`config.mk`:
```
export PLATFORM = sky130hd
export DESIGN_NAME = integer_to_radix_digits
export DESIGN_NICKNAME = d
export VERILOG_FILES = /design/src/sv/irdx_pkg.sv /design/src/sv/irdx_ram.sv /design/src/sv/irdx_ctrl.sv /design/src/sv/irdx_dp.sv /design/src/sv/integer_to_radix_digits.sv
export VERILOG_INCLUDE_DIRS = /design/src /design/src/sv
export SDC_FILE = /design/constraint.sdc
export NUM_CORES = 1
export LEC_CHECK = 0
export CORE_MARGIN = 2
export CORE_UTILIZATION = 60
export DETAILED_ROUTE_END_ITERATION = 12
export DONT_BUFFER_PORTS = 1
export PLACE_DENSITY = 0.84
export SETUP_SLACK_MARGIN = 0.4
export SYNTH_ARGS = -nofsm -noshare
export SYNTH_HDL_FRONTEND = slang
export SYNTH_HIERARCHICAL = 1
export SYNTH_SLANG_ARGS = --single-unit
```
`constraint.sdc`:
```
create_clock -name clk -period 15.56 [get_ports clk]
set_clock_uncertainty 0.05 [all_clocks]
set_input_delay 2.334 -clock clk [delete_from_list [all_inputs] [get_ports clk]]
set_output_delay 2.334 -clock clk [all_outputs]
set_load 0.01 [all_outputs]
```
`src/sv/assert_macros.svh`:
```
// assertion macros shared by the rtl
`ifndef ASSERT_MACROS_SVH
`define ASSERT_MACROS_SVH

// property that must hold at every clock edge out of reset
`define ASSERT_ALWAYS(lbl, expr, msg) \
	lbl: assert property (@(posedge clk) disable iff (!arst_n) (expr)) else $error(msg);

// same-cycle implication checked at every clock edge out of reset
`define ASSERT_IMPLY(lbl, ante, cons, msg) \
	lbl: assert property (@(posedge clk) disable iff (!arst_n) (ante) |-> (cons)) \
		else $error(msg);

`endif

```
`src/sv/irdx_pkg.sv`:
```
// shared types, constants and digit encoding for the radix digit converter
package irdx_pkg;

	localparam int unsigned BASE_W = 6;
	localparam logic [BASE_W-1:0] BASE_RESET = 6'd10;
	localparam logic [BASE_W-1:0] BASE_MIN = 6'd2;
	localparam logic [BASE_W-1:0] BASE_MAX = 6'd36;
	localparam logic [BASE_W-1:0] DECIMAL_LIMIT = 6'd10;
	localparam logic [7:0] CHAR_ZERO = 8'h30;
	localparam logic [7:0] CHAR_LETTER_OFFSET = 8'h37;
	localparam logic [7:0] CHAR_UPPER_A = 8'h41;
	localparam logic [7:0] CHAR_UPPER_Z = 8'h5A;
	localparam logic [7:0] CHAR_NINE = 8'h39;

	typedef struct packed {
		logic load;       // take a new number, clear remainder and digit count
		logic step;       // one multi-bit division step
		logic div_start;  // divide the current quotient again
		logic push;       // store remainder as next digit
		logic rd_init;    // point read index at most significant digit
		logic rd_dec;     // move read index one digit down
		logic out_load;   // place fetched digit into output register
	} irdx_cmd_t;

	typedef struct packed {
		logic positive;
		logic step_last;
		logic quot_zero;
		logic idx_zero;
		logic out_free;
	} irdx_sts_t;

	function automatic logic [7:0] digit_to_ascii(input logic [BASE_W-1:0] d);
		logic [7:0] res;
		if (d < DECIMAL_LIMIT) begin
			res = 8'(d) + CHAR_ZERO;
		end else begin
			res = 8'(d) + CHAR_LETTER_OFFSET;
		end
		return res;
	endfunction

endpackage

```
`src/sv/irdx_ram.sv`:
```
// generic single-port-write ram with registered read
module irdx_ram #(
	parameter int unsigned WIDTH = 6,
	parameter int unsigned DEPTH = 31
) (
	input  logic                     clk,
	input  logic                     we,
	input  logic [$clog2(DEPTH)-1:0] waddr,
	input  logic [WIDTH-1:0]         wdata,
	input  logic [$clog2(DEPTH)-1:0] raddr,
	output logic [WIDTH-1:0]         rdata
);

	logic [WIDTH-1:0] mem_q [DEPTH];

	always_ff @(posedge clk) begin
		if (we) begin
			mem_q[waddr] <= wdata;
		end
		rdata <= mem_q[raddr];
	end

endmodule

```
`src/sv/irdx_ctrl.sv`:
```
// sequencer for division, digit push and most-significant-first readout
module irdx_ctrl import irdx_pkg::*; (
	input  logic      clk,
	input  logic      arst_n,
	input  logic      in_valid,
	output logic      in_ready,
	input  irdx_sts_t sts,
	output irdx_cmd_t cmd
);

	typedef enum logic [2:0] {
		IDLE,
		DIV,
		PUSH,
		RD,
		EMIT
	} state_t;

	state_t state_q;
	state_t state_d;

	assign in_ready = (state_q == IDLE);

	always_comb begin
		state_d = state_q;
		cmd = '0;
		case (state_q)
			IDLE: begin
				if (in_valid && sts.positive) begin
					cmd.load = 1'b1;
					state_d = DIV;
				end
			end
			DIV: begin
				cmd.step = 1'b1;
				if (sts.step_last) begin
					state_d = PUSH;
				end
			end
			PUSH: begin
				cmd.push = 1'b1;
				if (sts.quot_zero) begin
					cmd.rd_init = 1'b1;
					state_d = RD;
				end else begin
					cmd.div_start = 1'b1;
					state_d = DIV;
				end
			end
			RD: begin
				// ram read data lands next cycle
				state_d = EMIT;
			end
			EMIT: begin
				if (sts.out_free) begin
					cmd.out_load = 1'b1;
					if (sts.idx_zero) begin
						state_d = IDLE;
					end else begin
						cmd.rd_dec = 1'b1;
						state_d = RD;
					end
				end
			end
			default: begin
				state_d = IDLE;
			end
		endcase
	end

	always_ff @(posedge clk or negedge arst_n) begin
		if (!arst_n) begin
			state_q <= IDLE;
		end else begin
			state_q <= state_d;
		end
	end

endmodule

```
`src/sv/irdx_dp.sv`:
```
// radix register, iterative divider, digit stack and output register
module irdx_dp import irdx_pkg::*; #(
	parameter int unsigned VALUE_BITS = 32
) (
	input  logic              clk,
	input  logic              arst_n,
	input  logic              base_we,
	input  logic [BASE_W-1:0] base_wdata,
	input  logic [31:0]       in_number,
	input  irdx_cmd_t         cmd,
	output irdx_sts_t         sts,
	output logic [7:0]        out_char,
	output logic              out_last,
	output logic              out_valid,
	input  logic              out_ready
);

	localparam int unsigned QW = VALUE_BITS - 1;
	localparam int unsigned DIGITS = QW;
	localparam int unsigned AW = $clog2(DIGITS);
	localparam int unsigned CW = $clog2(DIGITS + 1);
	localparam int unsigned NSTEP = 4;
	localparam int unsigned DIV_W = ((QW + NSTEP - 1) / NSTEP) * NSTEP;
	localparam int unsigned STEPS = DIV_W / NSTEP;
	localparam int unsigned SW = $clog2(STEPS);
	localparam logic [SW-1:0] STEP_LAST = SW'(STEPS - 1);

	logic [BASE_W-1:0] base_q;
	logic [DIV_W-1:0]  dq_q;
	logic [BASE_W-1:0] rem_q;
	logic [SW-1:0]     step_q;
	logic [CW-1:0]     cnt_q;
	logic [AW-1:0]     idx_q;
	logic [BASE_W-1:0] rd_digit;
	logic [63:0]       wide_in;
	logic [VALUE_BITS-1:0] raw;
	logic [DIV_W-1:0]  dq_d;
	logic [BASE_W-1:0] rem_d;
	logic [BASE_W:0]   trial;

	// radix write saturates into the legal range
	always_ff @(posedge clk or negedge arst_n) begin
		if (!arst_n) begin
			base_q <= BASE_RESET;
		end else if (base_we) begin
			if (base_wdata < BASE_MIN) begin
				base_q <= BASE_MIN;
			end else if (base_wdata > BASE_MAX) begin
				base_q <= BASE_MAX;
			end else begin
				base_q <= base_wdata;
			end
		end
	end

	assign wide_in = {32'd0, in_number};
	assign raw = wide_in[VALUE_BITS-1:0];

	// restoring division, several quotient bits per cycle
	always_comb begin
		dq_d = dq_q;
		rem_d = rem_q;
		trial = '0;
		for (int i = 0; i < NSTEP; i++) begin
			trial = {rem_d, dq_d[DIV_W-1]};
			dq_d = {dq_d[DIV_W-2:0], 1'b0};
			if (trial >= {1'b0, base_q}) begin
				trial = trial - {1'b0, base_q};
				dq_d[0] = 1'b1;
			end
			rem_d = trial[BASE_W-1:0];
		end
	end

	always_ff @(posedge clk) begin
		if (cmd.load) begin
			dq_q <= DIV_W'(raw[QW-1:0]);
		end else if (cmd.step) begin
			dq_q <= dq_d;
		end
		if (cmd.load || cmd.div_start) begin
			rem_q <= '0;
		end else if (cmd.step) begin
			rem_q <= rem_d;
		end
	end

	always_ff @(posedge clk or negedge arst_n) begin
		if (!arst_n) begin
			step_q <= '0;
			cnt_q <= '0;
			idx_q <= '0;
		end else begin
			if (cmd.load || cmd.div_start) begin
				step_q <= '0;
			end else if (cmd.step) begin
				step_q <= step_q + 1'b1;
			end
			if (cmd.load) begin
				cnt_q <= '0;
			end else if (cmd.push) begin
				cnt_q <= cnt_q + 1'b1;
			end
			if (cmd.rd_init) begin
				idx_q <= cnt_q[AW-1:0];
			end else if (cmd.rd_dec) begin
				idx_q <= idx_q - 1'b1;
			end
		end
	end

	irdx_ram #(
		.WIDTH(BASE_W),
		.DEPTH(DIGITS)
	) u_stack (
		.clk   (clk),
		.we    (cmd.push),
		.waddr (cnt_q[AW-1:0]),
		.wdata (rem_q),
		.raddr (idx_q),
		.rdata (rd_digit)
	);

	always_ff @(posedge clk or negedge arst_n) begin
		if (!arst_n) begin
			out_valid <= 1'b0;
		end else if (cmd.out_load) begin
			out_valid <= 1'b1;
		end else if (out_ready) begin
			out_valid <= 1'b0;
		end
	end

	always_ff @(posedge clk) begin
		if (cmd.out_load) begin
			out_char <= digit_to_ascii(rd_digit);
			out_last <= (idx_q == '0);
		end
	end

	always_comb begin
		sts.positive = !raw[VALUE_BITS-1] && (raw != '0);
		sts.step_last = (step_q == STEP_LAST);
		sts.quot_zero = (dq_q == '0);
		sts.idx_zero = (idx_q == '0);
		sts.out_free = !out_valid || out_ready;
	end

endmodule

```
`src/sv/integer_to_radix_digits.sv`:
```
// top level: signed integer to ascii digits in a configurable radix
// usage:
//   s_axis carries one number per transfer; non-positive numbers are taken
//   and produce nothing. m_axis returns one ascii digit per transfer, most
//   significant first, with tlast on the least significant digit.
//   base_we/base_wdata write the radix; values are clamped to 2..36 and
//   should only change while no conversion is in flight.
// operation:
//   a conversion divides the running quotient by the radix with a
//   restoring divider that retires four quotient bits a cycle; readout
//   then fetches each digit back through the registered stack ram.
//   s_axis_tready is high only between conversions.
// reset:
//   arst_n clears the sequencer and output valid and sets the radix to 10.
//   the digit stack ram needs no clearing.
// stall:
//   the last digit sits in an output register, so the next number is taken
//   while it waits; a stalled m_axis holds readout until it is taken.
module integer_to_radix_digits import irdx_pkg::*; #(
	parameter int unsigned VALUE_BITS = 32
) (
	input  logic              clk,
	input  logic              arst_n,
	input  logic              base_we,
	input  logic [BASE_W-1:0] base_wdata,
	input  logic              s_axis_tvalid,
	output logic              s_axis_tready,
	input  logic [31:0]       s_axis_tdata,  // [31:0] number
	output logic              m_axis_tvalid,
	input  logic              m_axis_tready,
	output logic [7:0]        m_axis_tdata,  // [7:0] digit_char
	output logic              m_axis_tlast   // last_digit
);

	`include "assert_macros.svh"

	irdx_cmd_t cmd;
	irdx_sts_t sts;
	logic      in_xfer;
	logic      char_legal;

	irdx_ctrl u_ctrl (
		.clk      (clk),
		.arst_n   (arst_n),
		.in_valid (s_axis_tvalid),
		.in_ready (s_axis_tready),
		.sts      (sts),
		.cmd      (cmd)
	);

	irdx_dp #(
		.VALUE_BITS(VALUE_BITS)
	) u_dp (
		.clk        (clk),
		.arst_n     (arst_n),
		.base_we    (base_we),
		.base_wdata (base_wdata),
		.in_number  (s_axis_tdata),
		.cmd        (cmd),
		.sts        (sts),
		.out_char   (m_axis_tdata),
		.out_last   (m_axis_tlast),
		.out_valid  (m_axis_tvalid),
		.out_ready  (m_axis_tready)
	);

	assign in_xfer = s_axis_tvalid && s_axis_tready;
	assign char_legal = (m_axis_tdata >= CHAR_ZERO && m_axis_tdata <= CHAR_NINE) ||
		(m_axis_tdata >= CHAR_UPPER_A && m_axis_tdata <= CHAR_UPPER_Z);

	`ASSERT_IMPLY(a_no_overwrite, cmd.out_load, sts.out_free, "digit overwritten before transfer")
	`ASSERT_IMPLY(a_load_on_accept, cmd.load, in_xfer, "load without input transfer")
	`ASSERT_ALWAYS(a_char_legal, !m_axis_tvalid || char_legal, "illegal digit character")

endmodule

```
==> results by stage, run 1 <==
Status:
- The flow ran to the end, and the final reports show no timing, DRC or antenna violations.

Finish:
- The layout-stage area growth over the synthesis result is 8.29%.
- At the end of the flow, the number of nets in the layout was 921.
- With fillers left out, the area of the finished cells amounts to 0.0132 mm^2.
- The share of layout cells above drive strength 1 is 0.156.
- The number of non-filler instances in the completed layout is 1131.
- The count of antenna diodes in the layout is 0.

Hold path:
- The kind of path behind the tightest hold check is reg2reg.
- For hold timing, the worst endpoint is u_dp/dq_q[31].
- The start point of the worst min-delay path is u_dp/dq_q[27].
- The worst hold path passes through 2 cells.

Routing:
- The total via count in the routed design is 7324.
- The total routed wirelength is 26.1 mm.
- The DRC violation count after routing is 0.
- After detailed routing, the average wire length per cell comes to 23.1 um.
- The detail route stage leaves a number of antenna-violating nets equal to 0.
- The first detailed-routing pass took 5 iterations.
- The average via count per standard cell is 6.48.
- The detailed router finished its first iteration with 647 violations.

Floorplan:
- The die area is 0.0214 mm^2.
- The number of ports placed on the die boundary is 54.
- The width of the die is 146 um.
- The initial core utilization is 0.607.
- The placeable core region is 0.0200 mm^2.
- The height of the die is 146 um.
- After floorplanning, the core was divided into 52 placement rows.

Synth:
- Synthesis handed over a netlist of 837 instances.
- The number of different library cells used by synthesis comes to 77.
- Summed over all instances, the cell type with the most area after synthesis is sky130_fd_sc_hd__edfxtp_1.
- The portion of the post-synthesis area used by sequential elements is 0.624.
- The async set-reset flop share out of synthesis is 0.0881.
- The dominant synthesized flop cell is sky130_fd_sc_hd__edfxtp_1.
- The number of nets in the synthesized netlist is 916.
- The number of enable-type register cells in the synthesized netlist is 225.
- The synthesized design contains 261 register bits.
- In the post-synthesis netlist, the biggest area contributors are sky130_fd_sc_hd__edfxtp_1 (56%), sky130_fd_sc_hd__mux4_2 (5.4%), sky130_fd_sc_hd__dfrtp_1 (4.3%).
- The netlist area before placement is 0.0122 mm^2.
- The total of warnings raised by yosys is 6.
- Of the post-synthesis cell area, the dominant cell type holds 0.555.
- The mean cell area of the mapped netlist is 14.5 um^2.

Setup path:
- The cell with the largest stage delay on the worst path is sky130_fd_sc_hd__dfxtp_1.
- The largest incremental delay on the critical path is 1070 ps.
- Of all nets on the critical path, the largest fanout is 34.
- The worst register-to-register path begins at u_dp/rem_q[3].
- The kind of end point of the critical path is a flip-flop.
- The worst endpoint required time is 15900 ps.
- The register-to-register setup slack is 7010 ps.
- In this run the critical register-to-register path is captured at u_dp/rem_q[1].
- The data arrival time of the critical path is 8890 ps.
- The setup path with the least slack is of type reg2reg.
- STA classifies the critical path startpoint as a flip-flop.
- The logic depth of the worst register-to-register path is 29.

Global route:
- In the global route stage, overall resource usage came out at 0.247.
- The number of global-route vias before repair is 7342.
- Entering global routing, the biggest net connects 57 pins.
- The initial antenna violation count was 0.
- Summed over all layers, the global routing overflow is 0.
- The first global-routing pass estimated 40.9 mm of wire.

Job:
- The tool flagged a number of max-cap violations equal to 0.

CTS:
- The number of H-tree levels is 1.
- The clock latency on the worst-skew pair is 520 ps.
- Buffers added to address setup during post-CTS repair amount to 0.
- The clock tree from TritonCTS is done.
- The total CTS buffers is 27.
- The buffer levels on the longest clock path is 3.
- After clock tree synthesis, the flow added hold-fix buffers numbering 0.
- The clock transition at the register clock pins on the worst setup and hold paths after CTS is 60 ps.
- The number of clock sinks seen by CTS is 261.
- The post-cts sizing count is 0.
- The tree is rooted in a sky130_fd_sc_hd__clkbuf_16.

STA:
- The final count of hold timing violations is 0.
- The pin slew with the least headroom to its limit is 1140 ps.
- Setup total negative slack on the finished layout was measured at 0 ps.
- The count of endpoints failing setup in the final report is 0.
- Static timing analysis puts the maximum clock frequency at 0.117 GHz.
- The smallest clock period supported by the final layout is computed as 8550 ps.
- Headroom to the max-slew limit came out at 0.237.
- Of the available clock period, the critical path in the final layout requires 0.550.
- The count of final max-slew check failures was 0.
- Setup repair after global routing left no endpoint under its margin.

Place:
- During placement, the flow inserted port buffers numbering 0.
- The congestion estimate from routability-driven global placement came to 0.917.
- The instance count after placement with tap cells included is 1083.
- The total half-perimeter wirelength after legalization and detailed placement is 16.6 mm.
- The total cell area at the placement stage is 0.0124 mm^2.
[final cells by class]
type                            count  area [um^2]
Timing Repair Buffer                7         52.6
Fill cell                        1368         6860
Multi-Input combinational cell    517         4290
Tap cell                          270          338
Sequential cell                   261         7600
Clock buffer                       40          754
Clock inverter                      8         43.8
Inverter                           28          105
[worst max path at each step]
stage,start,to,depth (start not counted)
5_1_grt,u_dp/rem_q[1],u_dp/rem_q[2],31
2_1_floorplan,u_dp/rem_q[4],u_dp/dq_q[0],30
3_5_place_dp,u_dp/rem_q[3],u_dp/dq_q[0],29
4_1_cts,u_dp/rem_q[3],u_dp/rem_q[5],29
3_3_place_gp,u_dp/rem_q[1],u_dp/dq_q[0],28
6_report,u_dp/rem_q[3],u_dp/rem_q[1],29
[placed cells by master (no fill, tap or decap), types with 4 or more instances in the layout]
| cell type | n |
|---|---|
| sky130_fd_sc_hd__o21a_1 | 4 |
| sky130_fd_sc_hd__nand4_1 | 14 |
| sky130_fd_sc_hd__a221oi_1 | 5 |
| sky130_fd_sc_hd__clkbuf_16 | 27 |
| sky130_fd_sc_hd__fa_1 | 4 |
| sky130_fd_sc_hd__or3_1 | 5 |
| sky130_fd_sc_hd__nor2b_1 | 11 |
| sky130_fd_sc_hd__inv_1 | 28 |
| sky130_fd_sc_hd__a21o_1 | 5 |
| sky130_fd_sc_hd__mux2i_1 | 29 |
| sky130_fd_sc_hd__dfrtp_1 | 19 |
| sky130_fd_sc_hd__xnor2_1 | 16 |
| sky130_fd_sc_hd__mux4_2 | 29 |
| sky130_fd_sc_hd__nor2_1 | 69 |
| sky130_fd_sc_hd__nor4_1 | 16 |
| sky130_fd_sc_hd__nor3_1 | 13 |
| sky130_fd_sc_hd__nand3b_1 | 8 |
| sky130_fd_sc_hd__buf_4 | 7 |
| sky130_fd_sc_hd__edfxtp_1 | 225 |
| sky130_fd_sc_hd__a22oi_1 | 10 |
| sky130_fd_sc_hd__dfxtp_1 | 13 |
| sky130_fd_sc_hd__mux2_2 | 39 |
| sky130_fd_sc_hd__a21oi_1 | 22 |
| sky130_fd_sc_hd__nand2b_1 | 6 |
| sky130_fd_sc_hd__clkbuf_1 | 10 |
| sky130_fd_sc_hd__ha_1 | 32 |
| sky130_fd_sc_hd__xor2_1 | 10 |
| sky130_fd_sc_hd__nand3_1 | 20 |
| sky130_fd_sc_hd__mux4_1 | 5 |
| sky130_fd_sc_hd__nand2_1 | 39 |
| sky130_fd_sc_hd__o21ai_0 | 37 |
[cells in the mapped netlist, drive strengths merged, types with 17 or more instances]
| cell | n |
|---|---|
| edfxtp | 225 |
| nor2 | 70 |
| mux2 | 43 |
| o21ai | 40 |
| nand2 | 39 |
| mux4 | 34 |
| ha | 32 |
| mux2i | 29 |
| inv | 28 |
| a21oi | 23 |
| dfrtp | 21 |
| buf | 20 |
| nand3 | 20 |
| nor4 | 17 |
[critical path, delay by kind of cell (launching register included)]
| family | cells | cell delay (ps) |
|---|---|---|
| compound gates | 15 | 4140 |
| flops | 1 | 1070 |
| mux | 1 | 320 |
| fa+ha+maj | 4 | 1420 |
| buf+inv | 1 | 90 |
| simple gates | 8 | 1340 |
[registers in the layout, summed over array words and instances (netlist names)]
signal	count
u_ctrl/state_q	3
u_dp/base_q	6
u_dp/cnt_q	5
u_dp/dq_q	32
u_dp/idx_q	5
u_dp/out_char	7
u_dp/out_last	1
u_dp/out_valid	1
u_dp/rem_q	6
u_dp/step_q	3
u_dp/u_stack/mem_q	186
u_dp/u_stack/rdata	6
[through the flow]
stage	hold slack (ps)	worst slack, ps	util
floorplan	434	8300	-
global placement	451	7500	0.618
detailed placement	476	7110	0.618
CTS	508	7100	0.658
global route	548	6100	0.658
finish	496	7010	0.658
[kinds of logic (layout without fill, tap and decap cells)]
kind of cell,Yosys count,after routing,synth area share
AND/OR/NAND/NOR,230,230,0.0994
other,1,1,0.000308
flip-flops,261,261,0.624
multiplexers,106,106,0.129
adder cells (fa/ha/maj),37,37,0.0403
AO/OA/AOI/OAI,117,117,0.0643
XOR/XNOR,26,26,0.0187
buffers and inverters,59,83,0.0242
[per-layer routing]
metal  track usage  part of all wire  wire length [um]
met5             0                 0                 0
met4        0.0874             0.032               840
met3        0.0331             0.067              1750
met2         0.427              0.51             13300
met1         0.325              0.39             10200
Power of run 1 is left out: the tool's default activity adds up to more than one toggle a clock period on the data nets, which glitch-free logic cannot reach.
==> inputs of run 2 (changes only) <==
==> constraint.sdc (replaced) <==
create_clock -name clk -period 7.9 [get_ports clk]
set_clock_uncertainty 0.05 [all_clocks]
set_input_delay 1.185 -clock clk [delete_from_list [all_inputs] [get_ports clk]]
set_output_delay 1.185 -clock clk [all_outputs]
set_load 0.01 [all_outputs]
==> run 2 against run 1 <==
Net effect:
- critical path depth unchanged
- wire length up 3.0%
- first-iteration DRC count up 12%
- sequential cell count unchanged
- critical endpoint unchanged
- largest cell class unchanged
==> results by stage, run 2 (synthesis results as in run 1) <==
STA:
- The max-slew headroom at the worst pin is 0.278 (+0.0410).
- The post-layout worst setup margin is 818 ps (-6190 ps).
- The count of endpoints failing setup in the final report is 0 (unchanged).
- The pin slew with the least headroom to its limit is 1080 ps (-60.0 ps).
- The period utilization is 0.896 (+0.347).
- Setup repair after global routing left no endpoint under its margin.
- The shortest period the worst path allows is 7080 ps (-1470 ps).
- The maximum clock frequency is 0.141 GHz (+21%).
- The count of final max-slew check failures is 0 (unchanged).
- The setup TNS is 0 ps (unchanged).
- The final count of hold timing violations is 0 (unchanged).

CTS:
- The clock transition at the register clock pins on the worst setup and hold paths after CTS came to 60 ps (about the same).
- The clock tree from TritonCTS is done.
- The number of hold-repair buffers added at the cts stage is 0 (unchanged).
- The number of H-tree levels is 1 (unchanged).
- The clock latency on the worst-skew pair is 540 ps (+20 ps).
- The total CTS buffers is 27 (unchanged).
- The number of clock sinks seen by CTS is 261 (unchanged).
- The root cell of the clock tree is sky130_fd_sc_hd__clkbuf_16.
- The buffer levels on the longest clock path is 3 (unchanged).

Global route:
- The global-route wire length before repair is 41.6 mm (+1.8%).
- The initial antenna violation count is 0 (unchanged).
- The largest net degree at the start of global routing is 53 (-7.0%).
- The aggregate global-route resource usage was 0.252 (+0.00553).
- The number of global-route vias before repair is 7550 (+2.8%).
- The total congestion overflow after global routing was 0 (unchanged).

Finish:
- The layout-stage area growth over the synthesis result is 10.1%.
- The final layout net count is 936 (+1.6%).
- The number of flip-flops in the largest register was 186 (unchanged).
- The top register by number of flip-flops is u_dp/u_stack/mem_q.
- The footprint of the multi-input gates is 0.00435 mm^2 (+1.5%).
- The share of layout cells above drive strength 1 came to 0.188 (+0.0323).
- The leading cell type in the layout, fill and taps excluded is sky130_fd_sc_hd__edfxtp_1.
- The number of fill cells in the layout is 1345 (-1.7%).
- The largest registers in the layout are u_dp/u_stack/mem_q (186), u_dp/dq_q (32), u_dp/out_char (7).
- The register area is 0.00760 mm^2 (unchanged).
- The library cells used most frequently in the layout, excluding fill and tap cells, are sky130_fd_sc_hd__edfxtp_1 (225), sky130_fd_sc_hd__nor2_1 (68), sky130_fd_sc_hd__nand2_1 (39), sky130_fd_sc_hd__mux2_2 (39), sky130_fd_sc_hd__o21ai_0 (34).
- The count of antenna diodes in the layout is 0 (unchanged).

Floorplan:
- The height of the die is 146 um (unchanged).
- The number of ports placed on the die boundary is 54 (unchanged).
- The floorplan row count is 52 (unchanged).
- The die area came to 0.0214 mm^2 (unchanged).
- The placeable core region is 0.0200 mm^2 (unchanged).
- The initial core utilization is 0.607 (unchanged).
- The width of the die is 146 um (unchanged).

Routing:
- The number of iterations in the first detailed-routing pass came to 5 (unchanged).
- The number of nets still failing antenna checks after routing is 0 (unchanged).
- The total routed wirelength is 26.9 mm (+3.0%).
- The initial DRC count is 727 (+12%).
- The wire length per cell after detailed routing is 23.4 um (+1.5%).
- The total via count in the routed design is 7494 (+2.3%).
- The average via count per standard cell came to 6.53 (+0.81%).
- The DRC violation count after routing was 0 (unchanged).

Setup path:
- For this design, the slowest cell found on the critical path is sky130_fd_sc_hd__dfstp_2.
- The highest net fanout along the worst path is 9 (-74%).
- The largest incremental delay on the critical path is 580 ps (-490 ps).
- The data arrival time of the critical path is 7450 ps (-1440 ps).
- The worst setup path is of the reg2reg kind.
- The worst endpoint required time is 8270 ps (-7630 ps).
- The worst setup path is captured at a flip-flop.
- STA classifies the critical path startpoint as a flip-flop.
- The buffer and inverter count on the worst path is 3 (+2).
- The most numerous cell on the critical path is sky130_fd_sc_hd__ha_1.
- Among cell families on the critical path, the largest total delay comes from compound AO/OA/AOI/OAI gates.

Place:
- The total half-perimeter wirelength after legalization and detailed placement is 17.2 mm (+3.6%).
- The post-placement setup slack is 183 ps (-6930 ps).
- The routability congestion estimate from global placement is 0.899 (-2.0%).
- The quantity of I/O buffers inserted on ports is 0 (unchanged).

Job:
- The max-cap violation count is 0 (unchanged).

Status:
- The run finished with clean final reports.

Hold path:
- The kind of path behind the tightest hold check is in2async.
run 2: changes by cell type in the layout (fill, tap and decap cells not counted), sizes merged:
cell	change
bufinv	+1
clkbuf	-5
clkinvlp	+2
buf	+15
clkinv	+4
run 2: final timing paths:
path | from | cells past startpoint | to | slack (ps)
max | u_dp/base_q[1] | 29 | u_dp/rem_q[1] | 820
min | arst_n | 0 | u_dp/idx_q[4] | 280
max reg2reg | u_dp/base_q[1] | 29 | u_dp/rem_q[1] | 820
min reg2reg | u_dp/dq_q[27] | 2 | u_dp/dq_q[31] | 500
max in group asynchronous | arst_n | 0 | u_dp/base_q[3] | 7340
min in group clk | u_dp/dq_q[27] | 2 | u_dp/dq_q[31] | 500
run 2: metrics by stage:
stage | utilization | std cells | hold WS [ps] | area (um^2)
2_1_floorplan | - | 837 | 434 | 12200
3_3_place_gp | 0.620 | 1088 | 441 | 12400
3_5_place_dp | 0.620 | 1088 | 489 | 12400
4_1_cts | 0.662 | 1138 | 272 | 13300
5_1_grt | 0.669 | 1148 | 264 | 13400
6_report | 0.669 | 1148 | 284 | 13400
run 2: what timing repair did:
action	in CTS	in global routing
resized for setup	5	14
setup endpoints to repair	7	7
pin swaps	0	4
buffers inserted	0	10
run 2: area by class of cell:
cell class              instances  area share
clock buffers                  35      0.0542
inverters                      28     0.00813
repair buffers                 22      0.0123
well taps                     270      0.0252
clock inverters                15     0.00841
multi-input cells             517       0.325
flip-flops and latches        261       0.567
run 2: metal layers:
| metal | part of all wire | wire length (um) | track usage |
|---|---|---|---|
| met1 | 0.38 | 10300 | 0.329 |
| met2 | 0.50 | 13500 | 0.428 |
| met3 | 0.075 | 2010 | 0.0413 |
| met4 | 0.039 | 1050 | 0.102 |
| met5 | 0 | 0 | 0 |
run 2: worst reg2reg max path: cells and delay by family, from the launching register on:
kind	cells	cell delay, ps
AND/OR/NAND/NOR	6	930
adder cells (fa/ha/maj)	4	1290
flip-flops	1	580
AO/OA/AOI/OAI	15	3310
multiplexers	1	360
buffers and inverters	3	480
Power of run 2 is left out for the same reason.
==> inputs of run 3 (changes only) <==
--- a/config.mk
+++ b/config.mk
@@ -6,8 +6,10 @@
 export SDC_FILE = /design/constraint.sdc
 export NUM_CORES = 1
 export LEC_CHECK = 0
+export ABC_AREA = 1
 export CORE_MARGIN = 2
 export CORE_UTILIZATION = 60
+export CTS_BUF_LIST = sky130_fd_sc_hd__clkbuf_2 sky130_fd_sc_hd__clkbuf_4 sky130_fd_sc_hd__clkbuf_8
 export DETAILED_ROUTE_END_ITERATION = 12
 export DONT_BUFFER_PORTS = 1
 export PLACE_DENSITY = 0.84
==> run 3 against run 2 <==
Net effect:
- core utilization fell by 1.6 points
- die area rose by 3.8%
- register-to-register slack improved by 900 ps
- final cell count rose by 39%
- worst setup slack improved by 900 ps
- maximum frequency rose by 15%
- sequential share of layout area fell by 0.81 points
- via count rose by 22%
- non-clock buffer count fell by 12
- wire length rose by 2.2%
- critical path depth rose by 10
- largest cell class unchanged
==> results by stage, run 3 <==
Setup path:
- The buffer and inverter count on the worst path is 5 (+2).
- The highest net fanout along the worst path is 8 (-1).
- The number of cells on the critical path is 39 (+34%).
- By startpoint and endpoint, the worst setup path is classified as reg2reg.
- The critical path startpoint category is a flip-flop.
- The worst reg2reg path endpoint is u_dp/dq_q[0].
- In this run the worst setup path begins at u_dp/base_q[1].
- The most numerous cell on the critical path is sky130_fd_sc_hd__nand2_1.
- The launch point of the worst reg-to-reg path is u_dp/base_q[1].
- STA classifies the critical path endpoint as a flip-flop.
- The critical path ends at u_dp/dq_q[0].
- The data arrival time of the critical path is 6390 ps (-1060 ps).
- The critical path's top delay family is simple AND/OR/NAND/NOR gates.
- The largest incremental delay on the critical path is 600 ps (+20 ps).
- The worst endpoint required time came to 8110 ps (-160 ps).
- The register-to-register setup slack is 1720 ps (+900 ps).
- The logic depth of the worst register-to-register path is 39 (+34%).
- The cell with the largest stage delay on the worst path is sky130_fd_sc_hd__dfstp_2.

CTS:
- The clock transition at the register clock pins on the worst setup and hold paths after CTS is 60 ps (about the same).
- The buffer levels on the longest clock path is 3 (unchanged).
- The total setup buffers inserted after CTS is 0 (unchanged).
- The clock latency on the worst-skew pair is 550 ps (about the same).
- The number of H-tree levels is 2 (+1).
- The post-cts sizing count is 0 (-5).
- The number of hold-repair buffers added at the cts stage came to 0 (unchanged).
- The number of clock sinks seen by CTS is 261 (unchanged).
- CTS placed an instance of sky130_fd_sc_hd__clkbuf_8 at the clock tree root.
- The total CTS buffers is 40 (+48%).
- TritonCTS built the clock tree.

Synth:
- The number of nets in the synthesized netlist is 1359 (+48%).
- Yosys attributes the largest share of cell area to sky130_fd_sc_hd__edfxtp_1 (53%), sky130_fd_sc_hd__nand2_1 (13%), sky130_fd_sc_hd__nand3_1 (7.7%).
- The count of different cell masters after synthesis is 44 (-43%).
- The portion of the post-synthesis area used by sequential elements is 0.600 (-0.0236).
- The area share of the largest cell type after synthesis is 0.534 (-0.0210).
- The async set-reset flop share out of synthesis was 0.0881 (unchanged).
- The total of warnings raised by yosys is 6 (unchanged).
- The number of enable-type register cells in the synthesized netlist is 225 (unchanged).
- The netlist area before placement is 0.0126 mm^2 (+3.9%).
- Among all cell types in the netlist, the one instantiated most often is sky130_fd_sc_hd__nand2_1.
- The commonest cells after synthesis are sky130_fd_sc_hd__nand2_1 (438), sky130_fd_sc_hd__edfxtp_1 (225), sky130_fd_sc_hd__nand3_1 (194).
- The mean cell area of the mapped netlist is 9.88 um^2 (-32%).
- The register bit count reported by yosys is 261 (unchanged).
- Among all flip-flop cells after synthesis, the most frequent one is sky130_fd_sc_hd__edfxtp_1.
- The largest area contributor in the synthesized netlist is sky130_fd_sc_hd__edfxtp_1.
- The count of mapped cells out of synthesis was 1280 (+53%).

Global route:
- The global-route wire length before repair is 43.2 mm (+3.7%).
- The number of global-route vias before repair was 8839 (+17%).
- The aggregate global-route resource usage is 0.248 (-0.00423).
- The largest net degree at the start of global routing is 91 (+72%).
- The initial antenna violation count came to 0 (unchanged).
- The total congestion overflow after global routing was 0 (unchanged).

Floorplan:
- The die area is 0.0223 mm^2 (+3.8%).
- The height of the die is 149 um (+1.9%).
- The floorplan row count was 53 (+1.9%).
- The placeable core region came to 0.0208 mm^2 (+3.9%).
- The number of ports placed on the die boundary is 54 (unchanged).
- The initial core utilization came to 0.607 (about the same).
- The width of the die is 149 um (+1.9%).

Finish:
- The layout-stage area growth over the synthesis result is 7.44%.
- The footprint of the multi-input gates came to 0.00443 mm^2 (+1.8%).
- The number of non-filler instances in the completed layout came to 1593 (+39%).
- The count of antenna diodes in the layout is 0 (unchanged).
- The number of fill cells in the layout is 1574 (+17%).
- The number of flip-flops in the largest register is 186 (unchanged).
- The register area is 0.00760 mm^2 (about the same).
- The share of layout cells above drive strength 1 came to 0.0880 (-0.0999).
- The library cell used most frequently in the layout, excluding fill and tap cells, is sky130_fd_sc_hd__nand2_1.
- The final layout net count came to 1367 (+46%).
- In the final layout, the registers with the most flip-flops are u_dp/u_stack/mem_q (186), u_dp/dq_q (32), u_dp/out_char (7).
- The post-layout utilization of the core is 0.653 (-0.0159).
- The top cell types in the final layout, fill and taps aside, are sky130_fd_sc_hd__nand2_1 (438), sky130_fd_sc_hd__edfxtp_1 (225), sky130_fd_sc_hd__nand3_1 (194).
- u_dp/u_stack/mem_q holds more flip-flops than any other register.

STA:
- The shortest period the worst path allows is 6180 ps (-898 ps).
- The max-slew headroom at the worst pin came to 0.200 (-0.0780).
- Setup repair after global routing left no endpoint under its margin.
- The maximum clock frequency came to 0.162 GHz (+15%).
- The pin slew with the least headroom to its limit was 1200 ps (+116 ps).
- The count of endpoints failing setup in the final report came to 0 (unchanged).
- The period utilization is 0.783 (-0.114).
- The final count of hold timing violations is 0 (unchanged).
- The post-layout worst setup margin is 1720 ps (+898 ps).
- The count of final max-slew check failures was 0 (unchanged).
- The setup TNS is 0 ps (unchanged).

Routing:
- The total via count in the routed design came to 9143 (+22%).
- The number of nets still failing antenna checks after routing was 0 (unchanged).
- The number of iterations in the first detailed-routing pass is 5 (unchanged).
- The total routed wirelength was 27.5 mm (+2.2%).
- The wire length per cell after detailed routing is 17.2 um (-26%).
- The initial DRC count is 732 (+0.69%).
- The average via count per standard cell is 5.74 (-12%).
- The DRC violation count after routing is 0 (unchanged).

Place:
- The routability congestion estimate from global placement was 0.938 (+4.4%).
- The quantity of I/O buffers inserted on ports was 0 (unchanged).
- The instance count after placement with tap cells included is 1521 (+40%).
- The post-placement setup slack is 1730 ps (+1550 ps).
- The total half-perimeter wirelength after legalization and detailed placement came to 17.5 mm (+1.3%).

Hold path:
- The path class of the tightest hold or removal check is in2async.

Job:
- The max-cap violation count came to 0 (unchanged).

Status:
- The flow ran to the end, and the final reports show no timing, DRC or antenna violations.
==> run 3: cells by family (layout without fill, tap and decap cells) <==
| logic type | Yosys count | after routing | synth area share |
|---|---|---|---|
| AND/OR/NAND/NOR | 770 | 770 | 0.269 |
| adder cells (fa/ha/maj) | 36 | 36 | 0.0380 |
| buffers and inverters | 135 | 173 | 0.0502 |
| AO/OA/AOI/OAI | 57 | 57 | 0.0278 |
| other | 1 | 1 | 0.000296 |
| XOR/XNOR | 20 | 20 | 0.0138 |
| flip-flops | 261 | 261 | 0.600 |
==> run 3: final cells by class <==
type                       instances  share of cell area
multi-input combinational        884               0.326
inverter                          91              0.0255
sequential                       261               0.559
clock buffer                      60              0.0548
timing repair buffer              10             0.00552
tap                              275              0.0253
clock inverter                    12             0.00405
==> run 3: layer usage <==
metal  routed length, um  vias to the layer above  track usage
met5                   0                        -            0
met4                 548                        0       0.0848
met3                2340                       55       0.0453
met2               13900                      431        0.437
met1               10600                     4271        0.310
li1                    -                     4386            -
==> run 3: per-stage QoR <==
step / instance area [um^2] / hold WS (ps)
6_report: 13600 / 295
5_1_grt: 13600 / 267
4_1_cts: 13600 / 272
3_5_place_dp: 12800 / 459
3_3_place_gp: 12800 / 450
2_1_floorplan: 12600 / 421
==> run 3: how the worst min path moves through the flow <==
stage / from / end / slack [ps] / depth (start not counted)
3_3_place_gp: u_dp/step_q[1] / u_dp/step_q[1] / 450 / 1
2_1_floorplan: u_dp/dq_q[31] / u_dp/dq_q[31] / 420 / 2
5_1_grt: arst_n / u_ctrl/state_q[1] / 270 / 0
4_1_cts: arst_n / u_dp/step_q[0] / 270 / 0
6_report: arst_n / u_dp/step_q[2] / 290 / 0
3_5_place_dp: u_dp/step_q[1] / u_dp/step_q[1] / 460 / 1
Power of run 3 is left out for the same reason.
